$ cat src/sv/decimal_long_multiplier_defines.svh
// ----------------------------------------------------------------------------
// Decimal long multiplier assertion macros
// Concurrent checks that compile away when NO_ASSERTIONS is defined.
// ----------------------------------------------------------------------------
`ifndef DECIMAL_LONG_MULTIPLIER_DEFINES_SVH
`define DECIMAL_LONG_MULTIPLIER_DEFINES_SVH

`ifndef NO_ASSERTIONS

`define DLM_ASSERT_IMP(label, clk, rst_n, ante, cons) \
    label: assert property (@(posedge clk) disable iff (!rst_n) (ante) |-> (cons)) \
        else $error("decimal_long_multiplier: assertion failed");

`define DLM_ASSERT_NXT(label, clk, rst_n, ante, cons) \
    label: assert property (@(posedge clk) disable iff (!rst_n) (ante) |=> (cons)) \
        else $error("decimal_long_multiplier: assertion failed");

`else

`define DLM_ASSERT_IMP(label, clk, rst_n, ante, cons)

`define DLM_ASSERT_NXT(label, clk, rst_n, ante, cons)

`endif

`endif

$ cat src/sv/dlm_pkg.sv
// ----------------------------------------------------------------------------
// Decimal long multiplier package
// Beat types, microcode control word, control store and digit helpers.
// ----------------------------------------------------------------------------
package dlm_pkg;

    localparam int MAX_DIGITS_DEF = 64;

    localparam logic [3:0] DIGIT_MAX = 4'd9;

    localparam logic [1:0] MODE_LOAD_A = 2'd0;
    localparam logic [1:0] MODE_LOAD_B = 2'd1;
    localparam logic [1:0] MODE_READ   = 2'd2;

    typedef struct packed {
        logic [1:0] mode;
        logic [3:0] digit_in;
    } t_in_item;

    typedef struct packed {
        logic [3:0] product_digit;
        logic       last_digit;
        logic       too_long;
    } t_out_item;

    typedef enum logic [3:0] {
        OP_NOP,
        OP_IDLE,
        OP_INIT,
        OP_CLR,
        OP_ROW,
        OP_MUL_RD,
        OP_MUL_ACC,
        OP_ADD_RD,
        OP_ADD_ACC,
        OP_NEXT_ROW,
        OP_TOP,
        OP_SCAN_RD,
        OP_SCAN,
        OP_OUT_RD,
        OP_EMIT
    } t_op;

    typedef enum logic [3:0] {
        C_NEVER,
        C_ALWAYS,
        C_NO_READ,
        C_READY,
        C_CLR_MORE,
        C_ROW_END,
        C_I_END,
        C_NO_CARRY,
        C_SCAN_MORE,
        C_OUT_BUSY
    } t_cond;

    localparam int UPC_W = 4;
    typedef logic [UPC_W-1:0] t_upc;

    localparam t_upc PC_IDLE     = 4'd0;
    localparam t_upc PC_DISPATCH = 4'd1;
    localparam t_upc PC_CLR      = 4'd2;
    localparam t_upc PC_ROW      = 4'd3;
    localparam t_upc PC_MUL_RD   = 4'd4;
    localparam t_upc PC_MUL_ACC  = 4'd5;
    localparam t_upc PC_ADD_RD   = 4'd6;
    localparam t_upc PC_ADD_ACC  = 4'd7;
    localparam t_upc PC_NEXT_ROW = 4'd8;
    localparam t_upc PC_TOP      = 4'd9;
    localparam t_upc PC_SCAN_RD  = 4'd10;
    localparam t_upc PC_SCAN     = 4'd11;
    localparam t_upc PC_OUT_RD   = 4'd12;
    localparam t_upc PC_EMIT     = 4'd13;
    localparam t_upc PC_RET      = 4'd14;

    typedef struct packed {
        t_op   op;
        t_cond cond;
        t_upc  target;
    } t_ctl_word;

    typedef struct packed {
        logic read_cmd;
        logic ready;
        logic clr_more;
        logic row_end;
        logic i_end;
        logic no_carry;
        logic scan_more;
        logic out_busy;
    } t_dp_status;

    typedef struct packed {
        logic [3:0] q;
        logic [3:0] r;
    } t_div10;

    // jump to target when cond holds, else step to the next word
    function automatic t_ctl_word ucode(input t_upc pc);
        t_ctl_word w;
        case (pc)
            PC_IDLE:     w = '{OP_IDLE,     C_NO_READ,   PC_IDLE};
            PC_DISPATCH: w = '{OP_INIT,     C_READY,     PC_OUT_RD};
            PC_CLR:      w = '{OP_CLR,      C_CLR_MORE,  PC_CLR};
            PC_ROW:      w = '{OP_ROW,      C_ROW_END,   PC_TOP};
            PC_MUL_RD:   w = '{OP_MUL_RD,   C_I_END,     PC_ADD_RD};
            PC_MUL_ACC:  w = '{OP_MUL_ACC,  C_ALWAYS,    PC_MUL_RD};
            PC_ADD_RD:   w = '{OP_ADD_RD,   C_NO_CARRY,  PC_NEXT_ROW};
            PC_ADD_ACC:  w = '{OP_ADD_ACC,  C_ALWAYS,    PC_ADD_RD};
            PC_NEXT_ROW: w = '{OP_NEXT_ROW, C_ALWAYS,    PC_ROW};
            PC_TOP:      w = '{OP_TOP,      C_NEVER,     PC_IDLE};
            PC_SCAN_RD:  w = '{OP_SCAN_RD,  C_NEVER,     PC_IDLE};
            PC_SCAN:     w = '{OP_SCAN,     C_SCAN_MORE, PC_SCAN_RD};
            PC_OUT_RD:   w = '{OP_OUT_RD,   C_NEVER,     PC_IDLE};
            PC_EMIT:     w = '{OP_EMIT,     C_OUT_BUSY,  PC_EMIT};
            PC_RET:      w = '{OP_NOP,      C_ALWAYS,    PC_IDLE};
            default:     w = '{OP_NOP,      C_ALWAYS,    PC_IDLE};
        endcase
        return w;
    endfunction

    // valid for t up to 99
    function automatic t_div10 div10(input logic [6:0] t);
        logic [14:0] m;
        logic [3:0]  q;
        logic [6:0]  r;
        m = 15'(t) * 15'd205;
        q = m[14:11];
        r = t - 7'(q) * 7'd10;
        return '{q: q, r: r[3:0]};
    endfunction

endpackage

$ cat src/sv/dlm_sequencer.sv
// ----------------------------------------------------------------------------
// Decimal long multiplier sequencer
// Micro program counter stepping through the control store.
// ----------------------------------------------------------------------------
module dlm_sequencer (
    input  logic                  i_clk,
    input  logic                  i_rst_n,
    input  dlm_pkg::t_dp_status   i_status,
    output dlm_pkg::t_ctl_word    o_ctl
);

    dlm_pkg::t_upc      r_pc;
    dlm_pkg::t_upc      n_pc;
    dlm_pkg::t_ctl_word ctl;
    logic               take;

    assign ctl = dlm_pkg::ucode(r_pc);

    always_comb begin
        case (ctl.cond)
            dlm_pkg::C_NEVER:     take = 1'b0;
            dlm_pkg::C_ALWAYS:    take = 1'b1;
            dlm_pkg::C_NO_READ:   take = !i_status.read_cmd;
            dlm_pkg::C_READY:     take = i_status.ready;
            dlm_pkg::C_CLR_MORE:  take = i_status.clr_more;
            dlm_pkg::C_ROW_END:   take = i_status.row_end;
            dlm_pkg::C_I_END:     take = i_status.i_end;
            dlm_pkg::C_NO_CARRY:  take = i_status.no_carry;
            dlm_pkg::C_SCAN_MORE: take = i_status.scan_more;
            dlm_pkg::C_OUT_BUSY:  take = i_status.out_busy;
            default:              take = 1'b1;
        endcase
        n_pc = take ? ctl.target : r_pc + dlm_pkg::t_upc'(1);
    end

    always_ff @(posedge i_clk) begin
        if (!i_rst_n) begin
            r_pc <= dlm_pkg::PC_IDLE;
        end else begin
            r_pc <= n_pc;
        end
    end

    assign o_ctl = ctl;

endmodule

$ cat config.mk
export PLATFORM = sky130hd
export DESIGN_NAME = dlm_sequencer
export DESIGN_NICKNAME = d
export VERILOG_FILES = /design/src/sv/decimal_long_multiplier_defines.svh /design/src/sv/dlm_pkg.sv /design/src/sv/dlm_sequencer.sv
export SDC_FILE = /design/constraint.sdc
export NUM_CORES = 1
export LEC_CHECK = 0
export BUFFER_PORTS_ARGS = -buffer_cell sky130_fd_sc_hd__buf_2
export CELL_PAD_IN_SITES_DETAIL_PLACEMENT = 1
export CELL_PAD_IN_SITES_GLOBAL_PLACEMENT = 2
export CORE_ASPECT_RATIO = 1.1
export CORE_MARGIN = 4
export CORE_UTILIZATION = 34
export DETAILED_ROUTE_END_ITERATION = 7
export GPL_TIMING_DRIVEN = 0
export PLACE_DENSITY_LB_ADDON = 0.08
export RECOVER_POWER = 50
export SLEW_MARGIN = 20
export SYNTH_ARGS = -nofsm -noshare
export SYNTH_HDL_FRONTEND = slang
export SYNTH_SLANG_ARGS = --single-unit
$ cat constraint.sdc
create_clock -name i_clk -period 7.48 [get_ports i_clk]
set_input_delay 0.374 -clock i_clk [delete_from_list [all_inputs] [get_ports i_clk]]
set_output_delay 0.374 -clock i_clk [all_outputs]
set_load 0.005 [all_outputs]
==> results.py <==
metrics = {
    "final_layout": {
        "area_delta_synth_final_pct": 13.5,
        "fillCellCount": 395,
        "post-route-util_pct": 40.3,
        "nets": 172,
        "drive_gt1_share_pct": 17.1,
        "diodes": 0,
    },
    "yosys": {
        "synth_compound_gate_area_share_pct": 26.9,
        "muxShareOfSynthArea_pct": 6.77,
        "synth-simple-area-share_pct": 16.5,
        "synth_edf_count": 0,
        "synth_top_family_by_area": "compound AO/OA/AOI/OAI gates",
        "synth-main-ff-cell": "dfxtp_1",
        "synthAdderAreaFrac_pct": 9.17,
        "synth_xor_area_share_pct": 4.82,
        "yosys.cell_types.count": 40,
        "ys_ff_latch": 16,
        "yosysTopAreaCellShare_pct": 29.4,
        "yosysWarnings": 0,
        "synthArstFlopShare_pct": 0,
        "synth_nets": 146,
        "ys_seq_area_share_pct": 29.4,
        "syn_inst": 128,
        "yosys.area.top_type": "dfxtp_1",
        "netlist_top_cells_area": "dfxtp_1 (29%), ha_1 (9.2%), mux2i_1 (5.5%)",
        "synth_area_per_cell_um2": 8.52,
        "synth_area_um2": 1090,
    },
    "clock_network": {
        "cts_buffer_depth": 2,
        "worstSkewPairLatency_ns": 0.28,
        "clk_pin_slew_ns": 0.09,
        "post_cts_resized": 0,
        "cts-hold-fix-buffers": 0,
        "cts_tree": "done",
        "cts.sinks": 16,
        "cts_made_buffers": 3,
        "cts_setup_buffers": 0,
        "cts_htree_levels": 1,
        "root_buffer": "clkbuf_4",
    },
    "timing": {
        "period_share_pct": 39.4,
        "slew_violations": 0,
        "finalSetupViolCount": 0,
        "rsz0062_at_grt": "false",
        "finalHoldViolCount": 0,
        "tightest_slew_ns": 0.464,
        "hold_ws_ns": 0.485,
        "fin_crit_ns": 2.95,
        "tns_ns": 0,
        "max-slew-margin-rel_pct": 68.5,
        "fmax_ghz": 0.340,
        "skew_ns": 0.00133,
    },
    "pwr": {
        "p_sw_share_pct": 47.7,
        "powerDensity_nw_per_um2": 447,
        "combPwrFrac_pct": 64.9,
        "p_leak_nw": 0.516,
        "seqPwrFrac_pct": 26.8,
        "switchingPower_uw": 264,
        "internal_power_uw": 290,
        "irDropWorstVdd_mv": 0.204,
        "pwr-share-clk_pct": 8.4,
    },
    "placed_design": {
        "gp_congestion": 0.731,
        "dp_hpwl_um": 2260,
        "portBuffers": 21,
    },
    "die": {
        "fp.dieW_um": 62.0,
        "ios": 22,
        "fp.dieH_um": 67.4,
        "core_um2": 3070,
        "initial_core_util_pct": 35.5,
        "die-area_um2": 4180,
        "rows": 21,
    },
    "grt": {
        "grt_use_total_pct": 15.2,
        "grt_pass1_vias": 1004,
        "antenna_found_initial": 0,
        "grt_overflow": 0,
        "grt_pass1_wl_um": 4690,
        "grt_max_degree": 11,
    },
    "critical_path": {
        "regToRegSetupSlack_ns": 4.53,
        "crit_start": "o_ctl[6]",
        "worst-setup-path-type": "flip-flop to flip-flop",
        "rr_endpoint": "o_ctl[4]",
        "crit_path_end_kind": "flip-flop",
        "crit_path_start_kind": "flip-flop",
        "reg2regPathDepth": 11,
        "crit_end": "o_ctl[4]",
        "crit_required_ns": 7.64,
        "crit_fanout": 10,
        "worstPathArrival_ns": 3.10,
        "r2r_start": "o_ctl[6]",
    },
    "routing": {
        "drtAntennaViolNets": 0,
        "drt_first_pass_iters": 3,
        "drt_iter0_markers": 18,
        "post_drt_via_cell_ratio": 5.32,
        "wl_um": 2840,
        "wl_per_cell_um": 15.2,
        "via_count": 989,
        "drc": 0,
    },
    "status": {
        "status": "completed",
    },
    "hold_path": {
        "holdCritPathClass": "primary input to flip-flop",
    },
    "job": {
        "maxCapViolations": 0,
    },
}
worst max-delay path, stage by stage, from the launching register on:
cell and delay (ns):
dfxtp_1 0.39, or3b_1 0.39, o311ai_2 0.12, o22ai_1 0.17
or2_0 0.30, buf_6 0.17, buf_2 0.19, a211oi_2 0.39
inv_1 0.16, ha_1 0.27, a22oi_1 0.18, a21oi_1 0.07
how the worst min path moves through the flow:
stage | from | depth (start not counted) | slack, ns | to
global route | i_rst_n | 3 | 0.51 | r_pc[2]
global placement | o_ctl[1] | 2 | 0.66 | r_pc[1]
detailed placement | o_ctl[1] | 2 | 0.68 | r_pc[1]
CTS | i_rst_n | 3 | 0.47 | r_pc[2]
finish | i_rst_n | 3 | 0.49 | r_pc[2]
floorplan | o_ctl[1] | 2 | 0.59 | r_pc[1]
per-stage QoR:
stage	std cells	cell area (um2)	worst slack, ns	power [mW]
after detailed placement	183	1240	4.50	0.528
after CTS	186	1260	4.53	0.577
final	186	1240	4.53	0.554
after global routing	186	1240	4.30	0.614
after global placement	183	1240	4.56	0.519
after floorplan	128	1090	4.89	0.426
flip-flops by register name (all words and copies together), names as in the netlist:
register,count
r_pc,4
o_ctl,12
synth_stat cells, drive strengths merged, types with 3 or more instances:
library cell / instances
inv: 6
nor2: 9
o21ai: 7
clkbuf: 3
dfxtp: 16
xnor2: 3
nand2: 12
nand3: 5
mux2i: 7
xor2: 3
ha: 8
a211oi: 4
o22ai: 3
buf: 5
a21oi: 10
nand2b: 3
a31oi: 3
per-layer routing:
layer / global-route usage (%) / routed length, um
met5: 0 / 0
met4: 5.57 / 16
met3: 1.72 / 141
met2: 23.8 / 1310
met1: 21.1 / 1370
power by group through the flow:
stage | clock [mW] | sequential [mW] | combinational (mW)
global placement | 0 | 0.149 | 0.370
floorplan | 0 | 0.146 | 0.280
global route | 0.0522 | 0.153 | 0.408
finish | 0.0463 | 0.148 | 0.359
CTS | 0.0488 | 0.148 | 0.380
detailed placement | 0 | 0.150 | 0.378
area by class of cell:
cell class	instances	area, um2	area share (%)
multi-input combinational	98	687	55.5
sequential	16	320	25.9
timing repair buffer	21	96.3	7.78
buffer	8	47.5	3.84
tap	34	42.5	3.43
clock buffer	3	22.5	1.82
inverter	6	22.5	1.82
cell usage in the layout, fill, tap and decap left out, types with 5 or more instances in the layout:
cell and count:
a21oi_1 10, mux2i_1 6, nor2_1 9, o21ai_0 5, nand3_1 5, nand2_1 12
ha_1 8, inv_1 6, buf_2 16, clkbuf_1 10, dfxtp_1 16
logic make-up after synthesis:
kind of cell,after synthesis
AO/OA/AOI/OAI,40
AND/OR/NAND/NOR,37
flip-flops,16
buffers and inverters,14
adder cells (fa/ha/maj),8
multiplexers,7
XOR/XNOR,6
Power figures use the tool's default switching activity.
